**src/sv/assert_macros.svh**
```systemverilog
// Assertion macros shared by the modules of the primality round checker.
`ifndef ASSERT_MACROS_SVH
`define ASSERT_MACROS_SVH

// Check that an expression holds at every clock edge outside reset
`define ASSERT_ALWAYS(label, clk, rst, expr, msg) \
   label: assert property (@(posedge clk) disable iff (rst) (expr)) else $error(msg);

// Check that a consequent holds in the same cycle as its antecedent
`define ASSERT_IMPLIES(label, clk, rst, ante, cons, msg) \
   label: assert property (@(posedge clk) disable iff (rst) (ante) |-> (cons)) else $error(msg);

// Check that a consequent holds in the cycle after its antecedent
`define ASSERT_NEXT(label, clk, rst, ante, cons, msg) \
   label: assert property (@(posedge clk) disable iff (rst) (ante) |=> (cons)) else $error(msg);

`endif

```
**src/sv/mrrc_modmul.sv**
```systemverilog
// Bit-serial modular multiplier: one multiplier bit per cycle, MSB first.
`include "assert_macros.svh"

module mrrc_modmul #(
   parameter int WIDTH = 32
) (
   input  logic             clock,
   input  logic             reset,
   input  logic             start,
   input  logic [WIDTH-1:0] x,
   input  logic [WIDTH-1:0] y,
   input  logic [WIDTH-1:0] m,
   output logic             done,
   output logic [WIDTH-1:0] result
);

   localparam int CNTW = (WIDTH > 1) ? $clog2(WIDTH) : 1;

   logic [WIDTH-1:0] r_ff, r_in;
   logic [WIDTH-1:0] y_ff, y_in;
   logic [CNTW-1:0]  cnt_ff, cnt_in;
   logic             busy_ff, busy_in;
   logic             done_ff, done_in;

   logic [WIDTH+1:0] sum;
   logic [WIDTH+1:0] m1;
   logic [WIDTH+1:0] m2;
   logic [WIDTH+1:0] sub1;
   logic [WIDTH+1:0] sub2;
   logic [WIDTH-1:0] r_step;

   // Double the partial remainder, add x for a set multiplier bit, reduce below m.
   // x and r are below m, so the sum stays below 3m and one pick of three suffices.
   always_comb begin
      m1   = {2'b00, m};
      m2   = {1'b0, m, 1'b0};
      sum  = {1'b0, r_ff, 1'b0} + (y_ff[WIDTH-1] ? {2'b00, x} : '0);
      sub1 = sum - m1;
      sub2 = sum - m2;
      if (sum >= m2) begin
         r_step = sub2[WIDTH-1:0];
      end else if (sum >= m1) begin
         r_step = sub1[WIDTH-1:0];
      end else begin
         r_step = sum[WIDTH-1:0];
      end
   end

   // Load on start, step while busy, pulse done after the last bit
   always_comb begin
      r_in    = r_ff;
      y_in    = y_ff;
      cnt_in  = cnt_ff;
      busy_in = busy_ff;
      done_in = 1'b0;
      if (start) begin
         r_in    = '0;
         y_in    = y;
         cnt_in  = '0;
         busy_in = 1'b1;
      end else if (busy_ff) begin
         r_in   = r_step;
         y_in   = {y_ff[WIDTH-2:0], 1'b0};
         cnt_in = cnt_ff + CNTW'(1);
         if (cnt_ff == CNTW'(WIDTH - 1)) begin
            busy_in = 1'b0;
            done_in = 1'b1;
         end
      end
   end

   always_ff @(posedge clock) begin
      if (reset) begin
         busy_ff <= 1'b0;
         done_ff <= 1'b0;
      end else begin
         busy_ff <= busy_in;
         done_ff <= done_in;
      end
   end

   always_ff @(posedge clock) begin
      r_ff   <= r_in;
      y_ff   <= y_in;
      cnt_ff <= cnt_in;
   end

   assign done   = done_ff;
   assign result = r_ff;

   `ASSERT_IMPLIES(a_done_reduced, clock, reset, done_ff, r_ff < m, "product not reduced below modulus")
   `ASSERT_IMPLIES(a_done_not_busy, clock, reset, done_ff, !busy_ff, "done raised while still busy")

endmodule

```
**config.mk**
```make
export PLATFORM = sky130hd
export DESIGN_NAME = mrrc_modmul
export DESIGN_NICKNAME = d
export VERILOG_FILES = /design/src/sv/mrrc_modmul.sv
export VERILOG_INCLUDE_DIRS = /design/src /design/src/sv
export SDC_FILE = /design/constraint.sdc
export NUM_CORES = 1
export LEC_CHECK = 0
export BUFFER_PORTS_ARGS = -buffer_cell sky130_fd_sc_hd__clkbuf_2
export CAP_MARGIN = 20
export CORE_UTILIZATION = 60
export DETAILED_ROUTE_END_ITERATION = 8
export GPL_ROUTABILITY_DRIVEN = 0
export PLACE_DENSITY = 0.81
export SYNTH_ARGS = -nofsm -noshare
export SYNTH_HDL_FRONTEND = slang
export SYNTH_SLANG_ARGS = --single-unit
```
**constraint.sdc**
```tcl
create_clock -name clock -period 13.45 [get_ports clock]
set_clock_uncertainty 0.2 [all_clocks]
set_input_delay 2.0175 -clock clock [delete_from_list [all_inputs] [get_ports clock]]
set_output_delay 2.0175 -clock clock [all_outputs]
set_load 0.005 [all_outputs]
```
Yosys cells after proc, flatten, opt, wreduce, memory -nomap -nowiden
Index checks and enable logic that the tools add are counted.
Word-level totals
  flip-flop bits (word level): 71
  input bits: 99
  output and inout port bits: 33
  logic and storage cells: 24
Operators by class
  add/subtract/negate cells: 4
  $lt $le $gt $ge: 2
  equality and inequality tests: 1
  mux-type cells: 9
  bitwise operators: 1
  reduce and logical (&&, ||, !) cells: 2
Operators by type and width (count)
  two-way mux 32 bit: 5
  subtractor 32 bit: 2
  adder 33 x 32 -> 34 bit: 1
  greater-or-equal comparator 34 x 32 -> 1 bit: 1
  greater-or-equal comparator 34 x 33 -> 1 bit: 1
  adder 5 x 1 -> 5 bit (second input constant): 1
  == test 5 bit (second input constant): 1
  two-way mux 1 bit: 4
  OR reduction 3 bit: 1
  nonzero test 2 bit: 1
  inverter 1 bit: 1

Logic depth before layout (Yosys ltp)
Gate-level depths: netlist (run 1).
  word-level depth: 5
  depth in mapped cells: 27
  gate-level depth less buffers: 25

Least setup slack after synthesis (run 1)
Ideal clock, no wire load.
  path kind: input -> register
  start point: in x[1]
  end point: reg r_ff[27] (netlist: result[27])
  setup time: 79 ps
  arrival time: 6481 ps
  required time: 13171 ps
  path slack: 6690 ps
  cell stages on the path: 24
  buffers on the path: 1
  path through: and2_1 ha_1 inv_1 fa_1 nor2b_1 o31a_2 a21oi_2 o41ai_2 a31oi_1 o21ba_2 o21bai_1 a21oi_1 xor2_1 inv_1 ha_1 and3_1 nand4_1 a211o_1 a21oi_1 or3_1 buf_6 nor2_8 or4b_1 o211ai_1
On the way
  word-level cells in the longest chain between the ends: 5
  elaborated cells between the ends (all ways): 8
  those cells by class: 3 x add/sub; 2 x order compare; 3 x mux
Ends and longest elaborated chain
  start, declared: line mrrc_modmul.sv:10  | input logic [WIDTH-1:0] x,
  two-way mux 32 bit (*): line mrrc_modmul.sv:37  | sum = {1'b0, r_ff, 1'b0} + (y_ff[WIDTH-1] ? {2'b00, x} : '0);
  adder 33 x 32 -> 34 bit (*): line mrrc_modmul.sv:37
  subtractor 32 bit or greater-or-equal comparator 34 x 32 -> 1 bit (tied branches): line mrrc_modmul.sv:38, mrrc_modmul.sv:42
  two-way mux 32 bit: line mrrc_modmul.sv:42  | end else if (sum >= m1) begin
  two-way mux 32 bit (*): line mrrc_modmul.sv:40  | if (sum >= m2) begin
  end signal, assigned: line mrrc_modmul.sv:83  | r_ff <= r_in;
  end, declared: line mrrc_modmul.sv:19  | logic [WIDTH-1:0] r_ff, r_in;
Mark *: on every way between the ends. The rest lies on a longest branch, timed or not.
A chain may end at the register's enable or synchronous reset.

Worst setup path in the final report (run 1)
  start point: in x[1]
  end point: reg r_ff[28] (netlist: result[28])
The elaborated chain is that of the path after synthesis.

==> results of run 1 <==
## where the power goes
group	switching [W]	total (W)	internal (W)
logic	0.00103	0.00169	0.000666
registers	0.0000500	0.000323	0.000273
clock network	0.000102	0.000266	0.000165
total	0.00118	0.00228	0.00110
## cells by family after synthesis
| logic type | after synthesis | synth area share |
|---|---|---|
| xor gates and xnor gates | 81 | 0.0833 |
| muxes | 44 | 0.0563 |
| buffers and inverters | 96 | 0.0461 |
| DFF | 71 | 0.204 |
| and+or+nand+nor | 274 | 0.166 |
| adders and majority gates | 100 | 0.150 |
| AOI/OAI and AO/OA | 365 | 0.294 |
## cell type report
class                           instances  area [µm²]  area share
Multi-Input combinational cell        864        6380       0.663
Sequential cell                        71        1740       0.181
Timing Repair Buffer                  135         709      0.0737
Inverter                               62         233      0.0242
Clock buffer                            9         225      0.0234
Tap cell                              180         225      0.0234
Clock inverter                          7         104      0.0108
## metal layers
layer | track usage | vias to the layer above
li1 | - | 4094
met1 | 0.455 | 3917
met2 | 0.576 | 465
met3 | 0.0578 | 75
met4 | 0.151 | 0
met5 | 0 | -
## synthesized netlist by cell type, types with 10 or more instances
cell	n
o21ai_0	56
nor2_1	74
xnor2_1	55
xor2_1	26
clkbuf_1	22
edfxtp_1	32
a31oi_1	10
o21a_1	14
and2_1	34
and3_1	15
inv_1	62
mux2_2	31
nor3_1	15
ha_1	97
a21o_1	44
nand3_1	30
a311o_1	15
a21oi_1	109
dfxtp_1	39
nand2_1	56
nand4_1	12
mux2i_1	13
a211oi_1	13
## state kept, by name (all words and copies together), names as in the netlist
register,count
busy_ff,1
cnt_ff,5
done,1
result,32
y_ff,32
## worst reg2reg max path, stage by stage, from the launching register on
cell	delay, ps
edfxtp_1	880
and2_1	250
ha_1	210
inv_1	70
fa_1	410
nor2b_1	200
o31a_2	220
a21oi_2	100
o41ai_2	440
a31oi_1	240
o21ba_2	320
o21bai_1	140
a21oi_1	90
xor2_1	220
inv_1	100
ha_1	340
a21o_1	220
a21o_1	180
a21o_1	190
nand3_1	80
nand3_1	60
a21o_1	220
a31oi_4	210
nand2_2	430
nor2_1	970
a221oi_1	170
## through the flow
stage                     cells  area [µm²]  power, W
after floorplan            1031        8520   0.00158
after global placement     1310        9260   0.00194
after detailed placement   1311        9280   0.00196
after CTS                  1327        9610   0.00224
after global routing       1328        9620   0.00244
final                      1328        9620   0.00228
## worst max path at each step
| stage | endpoint | start | slack (ps) | cells after the start |
|---|---|---|---|---|
| 2_1_floorplan | result[27] | x[1] | 6690 | 24 |
| 3_3_place_gp | result[28] | x[1] | 5450 | 26 |
| 3_5_place_dp | result[28] | x[1] | 5320 | 26 |
| 4_1_cts | result[28] | x[1] | 5590 | 26 |
| 5_1_grt | result[15] | x[1] | 5050 | 26 |
| 6_report | result[28] | x[1] | 5360 | 26 |
==> metrics.txt, run 1 <==
critical path type=input port to flip-flop; Fin Setup TNS=0 ps; hold endpoint=result[26]; crit path max-delay cell type=nor2_1; met1 WL=~11 mm; Clock Path Buffers=2; port bufs=131; Core Footprint=0.0139 mm²; most common cell after layout, fill and taps aside=clkbuf_2; FP Rows=43; WL per Instance=a little under 20 µm; top routing layer in use=met4; number of enable flip-flop cells after synthesis=32; Filler Cells Inserted=1164; largest delay contributor family on the critical path=compound AO/OA/AOI/OAI gates; hold path depth=2; final worst path period need=8090 ps; most frequent cells in the layout=clkbuf_2, a21oi_1, ha_1, nor2_1, inv_1; via/cell ratio=around 6.4; DRC Markers=0; Worst slew margin=0.196; Reg clk slew, reported paths=60 ps; path depth of the worst reg2reg path=25; period utilization=0.601; Worst Setup End Kind=flip-flop; Synth area leader=ha_1; Max Fclk=124 MHz; met2 WL post-DR=11.9 mm; RSZ-0062 raised after global routing=false; CP Max Fanout=31; nets=1342; Met3 Wirelength=2.19 mm; max-cap check violation count=0; Initial DRC Count=986; area share of the largest cell type after synthesis=0.142; cell area after synthesis=0.00852 mm²; initial antenna violation count=0; Final Hold Fails=0; status=finished, final reports clean; worst r2r src=y_ff[31]; HP Class=flip-flop to flip-flop; Worst-Margin Slew=1200 ps; worst slack, placed=5320 ps; largest net degree at the start of global routing=63; critical path arrival=approximately 8000 ps; DR vias=8551; YS warnings=0; width of the die=121 µm; Initial Utilization=0.614; CTS resizes=0; synth top area cells=ha_1, edfxtp_1, dfxtp_1; IO Pins=132; layout cells sized above 1=0.190; DP Wirelength=~20 mm; VDD IR-drop max=0.000114 V; cell mode on critical path=a21o_1; R2R Path End=result[28]; worst setup margin=5360 ps; ant diodes=0; TritonCTS Sinks=71; vias in the first global route=7869; Top FF cell, synth=dfxtp_1; CTS Buf Count=9; Synth Register Bits=71; final-report max-slew violation count=0; Final setup viols=0; Setup Fix Bufs, Post-CTS=0; CTS Hold Bufs=0; Async S/R FF share, synth=0; Hold Crit Start=result[26]; Crit path required time=approximately 13000 ps; Distinct cells, synth=86; Pleak=4.48 nW; CP Launch Type=input port; worst path bufs/invs=3; clock latency on the worst-skew pair=340 ps; Die Footprint=0.0147 mm²; Mean Syn Cell Area=8.26 µm²; gr usage total=0.352; global-route wire length before repair=roughly 40 mm; Power Density=237 mW/mm²; TritonCTS clock tree=done; Cells after Synth=1031; Layout Area Growth over Synthesis=13.0%; grt total ovfl=0; FF-to-FF setup slack=6130 ps; Final Core Density=0.693; Clock Tree Root=clkbuf_16; crit-path max cell delay=about 960 ps; Total Wirelength=approximately 26 mm; Detailed Routing Iterations Pass 1=8; syn_nets=1230; ANT nets after route=0; worst hold slack=around 290 ps; Seq/Total Area, Yosys=0.204; number of H-tree levels=3; chip height=around 120 µm
No activity file was read; power rests on OpenSTA's default activity.
==> run 2, diff against run 1 <==
--- a/config.mk
+++ b/config.mk
@@ -8,10 +8,10 @@
 export LEC_CHECK = 0
 export BUFFER_PORTS_ARGS = -buffer_cell sky130_fd_sc_hd__clkbuf_2
 export CAP_MARGIN = 20
-export CORE_UTILIZATION = 60
+export CORE_UTILIZATION = 53
 export DETAILED_ROUTE_END_ITERATION = 8
 export GPL_ROUTABILITY_DRIVEN = 0
-export PLACE_DENSITY = 0.81
+export PLACE_DENSITY = 0.75
 export SYNTH_ARGS = -nofsm -noshare
 export SYNTH_HDL_FRONTEND = slang
 export SYNTH_SLANG_ARGS = --single-unit
==> constraint.sdc (replaced) <==
create_clock -name clock -period 7.2 [get_ports clock]
set_clock_uncertainty 0.2 [all_clocks]
set_input_delay 1.08 -clock clock [delete_from_list [all_inputs] [get_ports clock]]
set_output_delay 1.08 -clock clock [all_outputs]
set_load 0.005 [all_outputs]
==> run 2 against run 1 <==
Non-clock buffer count is 10 higher. Die area up 13%. Flip-flop and latch count unchanged. Sequential power increased by 89%. Count of clock-buffer cells in the layout stayed put. First-iteration DRC count down 15%. Highest routed layer unchanged. Via count shrank 0.74%. Largest cell class unchanged. Largest power group unchanged. Combinational power increased by 89%. Core utilization shrank 6.5 points. Sequential share of layout area fell by 0.12 points. Cell area is 0.69% higher.
==> metrics.txt, run 2 (synthesis gave the netlist of run 1 again) <==
Worst slew margin=0.251; number of H-tree levels=3; ant diodes=0; Layout Area Growth over Synthesis=13.7%; Clock Tree Root=clkbuf_16; DRC Markers=0; critical path type=input port to flip-flop; initial antenna violation count=0; Filler Cells Inserted=around 1500; Setup Fix Bufs, Post-CTS=0; TritonCTS Sinks=71; clock latency on the worst-skew pair=340 ps; Initial DRC Count=roughly 830; layout cells sized above 1=0.197; most common cell after layout, fill and taps aside=clkbuf_2; FP Rows=45; HP Class=flip-flop to flip-flop; via/cell ratio=just over 6; width of the die=between 100 and 150 µm; Reg clk slew, reported paths=60 ps; Die Footprint=between 0.015 and 0.02 mm²; CP Launch Type=input port; WL per Instance=18.8 µm; Max Fclk=approximately 150 MHz; Core Footprint=roughly 0.015 mm²; hold path depth=2; Final setup viols=0; Detailed Routing Iterations Pass 1=6; period utilization=0.929; ANT nets after route=0; nets=1352; grt total ovfl=0; Total Wirelength=25.7 mm; Worst Setup End Kind=flip-flop; Worst-Margin Slew=1120 ps; DP Wirelength=around 20 mm; most frequent cells in the layout=clkbuf_2, a21oi_1, ha_1, nor2_1, inv_1; VDD IR-drop max=between 0.0002 and 0.00025 V; status=finished, final reports clean; Pleak=between 4 and 5 nW; CP Max Fanout=18; global-route wire length before repair=39.8 mm; largest net degree at the start of global routing=63; Fin Setup TNS=0 ps; chip height=129 µm; TritonCTS clock tree=done; CTS resizes=0; Power Density=438 mW/mm²; CTS Hold Bufs=0; final worst path period need=between 6000 and 7000 ps; critical path arrival=just under 7000 ps; vias in the first global route=between 7000 and 8000; max-cap check violation count=0; final-report max-slew violation count=0; Clock Path Buffers=2; CTS Buf Count=9; Crit path required time=7260 ps; DR vias=8488; Initial Utilization=0.552; gr usage total=0.307; path depth of the worst reg2reg path=22; IO Pins=132; Final Hold Fails=0; port bufs=131; Final Core Density=0.628; RSZ-0062 raised after global routing=false
## run 2: where the power goes
part	switching [W]	total, W	internal (W)
clock network	0.000198	0.000438	0.000239
registers	0.0000994	0.000609	0.000510
logic	0.00192	0.00320	0.00128
## run 2: critical path: stages
cell and delay [ps]:
clkbuf_2 80, and2_1 140, ha_1 230, inv_1 100
fa_1 220, nor2b_1 70, o31a_2 330, a21oi_2 260
o41ai_2 140, a31oi_1 500, o21ba_2 370, o21bai_1 90
a21oi_1 180, xor2_1 220, inv_1 100, ha_1 370
and3_1 270, nand4_1 130, a211o_1 280, a21oi_1 260
or3_1 530, nor2_8 150, or4b_1 560, o211ai_1 90
## run 2: layer usage
| layer | routed length (µm) | track usage |
|---|---|---|
| met1 | 11400 | 0.417 |
| met2 | 11400 | 0.498 |
| met3 | 1870 | 0.0395 |
| met4 | 949 | 0.115 |
| met5 | 0 | 0 |
## run 2: area by class of cell
type	count	area, µm²	area share
clock buffer	9	225	0.0232
clock inverter	7	60.1	0.00620
inverter	62	233	0.0240
multi-input combinational	864	6380	0.659
sequential	71	1740	0.180
tap	211	264	0.0272
timing repair buffer	145	781	0.0806
## run 2: worst paths after layout
kind / from / to / slack (ps)
hold reg to reg: result[26] / result[26] / 280
hold / removal: result[26] / result[26] / 280
setup reg to reg: y_ff[31] / result[27] / 520
setup / recovery: x[1] / result[27] / 510
## run 2: metrics by stage
stage	cell area, µm²	cells	power (W)	hold slack, ps	setup WS [ps]
final	9690	1369	0.00425	284	508
after global placement	9380	1352	0.00370	275	557
after global routing	9690	1369	0.00454	315	219
after CTS	9690	1369	0.00418	290	637
after floorplan	8520	1031	0.00295	260	1380
after detailed placement	9400	1353	0.00372	283	353
==> run 3, diff against run 2 <==
--- a/config.mk
+++ b/config.mk
@@ -8,6 +8,7 @@
 export LEC_CHECK = 0
 export BUFFER_PORTS_ARGS = -buffer_cell sky130_fd_sc_hd__clkbuf_2
 export CAP_MARGIN = 20
+export CORE_ASPECT_RATIO = 1.1
 export CORE_UTILIZATION = 53
 export DETAILED_ROUTE_END_ITERATION = 8
 export GPL_ROUTABILITY_DRIVEN = 0
==> run 3 against run 2 <==
Die area hardly changed. Cell area is 0.22% lower. Count of clock-buffer cells in the layout stayed put. Total power hardly changed. Flip-flop and latch count stayed put. Largest power group unchanged.
==> metrics.txt, run 3 (synthesis gave the netlist of run 1 again) <==
status=finished, final reports clean; most common cell after layout, fill and taps aside=clkbuf_2; Internal=0.00203 W; VDD IR-drop max=just under 0.0002 V; CP Launch Point=x[2]; TritonCTS clock tree=done; TritonCTS Sinks=71; largest delay contributor family on the critical path=compound AO/OA/AOI/OAI gates; largest net degree at the start of global routing=63; Clock Path Buffers=2; DP Wirelength=about 20 mm; clock latency on the worst-skew pair=around 340 ps; gr usage total=0.314; Combinational Power Share=0.753; vias in the first global route=7923; Worst-Margin Slew=1210 ps; RSZ-0062 raised after global routing=false; CTS Hold Bufs=0; Placed Area=0.00938 mm²; worst hold slack=268 ps; crit path max-delay cell type=a21boi_0; Core Footprint=0.0157 mm²; width of the die=123 µm; Initial Utilization=0.543; Hold Crit Start=result[26]; Max Fclk=~150 MHz; HP Class=flip-flop to flip-flop; port bufs=131; Power Density=approximately 440 mW/mm²; CTS Buf Count=9; worst r2r src=y_ff[31]; worst path bufs/invs=3; via/cell ratio=between 6 and 7; sequential power share=0.143; Reg clk slew, reported paths=roughly 60 ps; initial antenna violation count=0; post-route cell area=roughly 0.0097 mm²; number of H-tree levels=3; Worst slew margin=0.191; Detailed Routing Iterations Pass 1=5; final-report max-slew violation count=0; final worst path period need=6480 ps; Crit path required time=7270 ps; Initial DRC Count=844; Sw Ratio=0.522; Setup Fix Bufs, Post-CTS=0; period utilization=0.899; grt total ovfl=0; Placed Cells=1341; CP Launch Type=input port; Layout Area Growth over Synthesis=13.5%; crit path cell chain=clkbuf_2 -> nand2_1 -> inv_1 -> ha_1 -> a211oi_2 -> o211ai_2 -> a21oi_2 -> o311ai_0 -> buf_4 -> a21boi_0 -> o21ai_0 -> a21oi_1 -> xnor2_1 -> ha_1 -> and3_1 -> nand4_1 -> a211o_1 -> a21oi_1 -> or3_1 -> nor2_8 -> or4b_1 -> o211ai_1; Power Total=0.00425 W; CP Max Fanout=18; ant diodes=0; CTS resizes=0; critical path type=input port to flip-flop; nets=roughly 1400; Final Hold Fails=0; Clock Tree Root=clkbuf_16; DRC Markers=0; max-cap check violation count=0; chip height=around 130 µm; critical path arrival=6540 ps; clock share of power=0.104; global-route wire length before repair=a little over 40 mm; most frequent cells in the layout=clkbuf_2, a21oi_1, ha_1, nor2_1, inv_1; final cell count without fillers=1357; Total Wirelength=25.7 mm; WL per Instance=19.0 µm; FP Rows=48; ANT nets after route=0; Final setup viols=0; Switching Power=0.00222 W; Die Footprint=0.0166 mm²; Worst Setup End Kind=flip-flop; layout cells sized above 1=0.196; Pleak=roughly 4.5 nW; DR vias=8498; crit-path max cell delay=590 ps; Fin Setup TNS=0 ps; IO Pins=approximately 130
-- run 3: path summary, 6_finish.rpt --
check | to | slack, ps | depth (start not counted)
max | result[27] | 720 | 22
max reg2reg | result[27] | 790 | 23
min | result[26] | 270 | 2
min reg2reg | result[26] | 270 | 2
-- run 3: tightest hold or removal path: stages (launching register included) --
cell,delay [ps]
dfxtp_1,320
nand2_1,50
o21ai_1,50
-- run 3: metrics by stage --
step | setup WS (ps) | utilization
2_1_floorplan | 1380 | -
3_3_place_gp | 560 | 0.597
3_5_place_dp | 469 | 0.599
4_1_cts | 810 | 0.617
5_1_grt | 287 | 0.617
6_report | 724 | 0.617
-- run 3: power groups by stage --
| stage | logic [W] | registers (W) | clock network, W |
|---|---|---|---|
| 6_report | 0.00320 | 0.000605 | 0.000443 |
| 5_1_grt | 0.00347 | 0.000613 | 0.000462 |
| 4_1_cts | 0.00314 | 0.000602 | 0.000447 |
| 3_5_place_dp | 0.00311 | 0.000610 | 0 |
| 3_3_place_gp | 0.00308 | 0.000611 | 0 |
| 2_1_floorplan | 0.00237 | 0.000574 | 0 |
-- run 3: layer usage --
metal	GRT usage	up-vias	part of all wire
met1	0.398	3895	0.42
met2	0.505	386	0.45
met4	0.186	0	0.061
li1	-	4116	-
met5	0	-	0
met3	0.0427	101	0.066
-- run 3: cell type report --
| class | count | area, µm² |
|---|---|---|
| repair buffers | 144 | 773 |
| multi-input cells | 864 | 6380 |
| clock inverters | 7 | 60.1 |
| flip-flops and latches | 71 | 1740 |
| fillers | 1459 | 6010 |
| well taps | 200 | 250 |
| inverters | 62 | 233 |
| clock buffers | 9 | 225 |
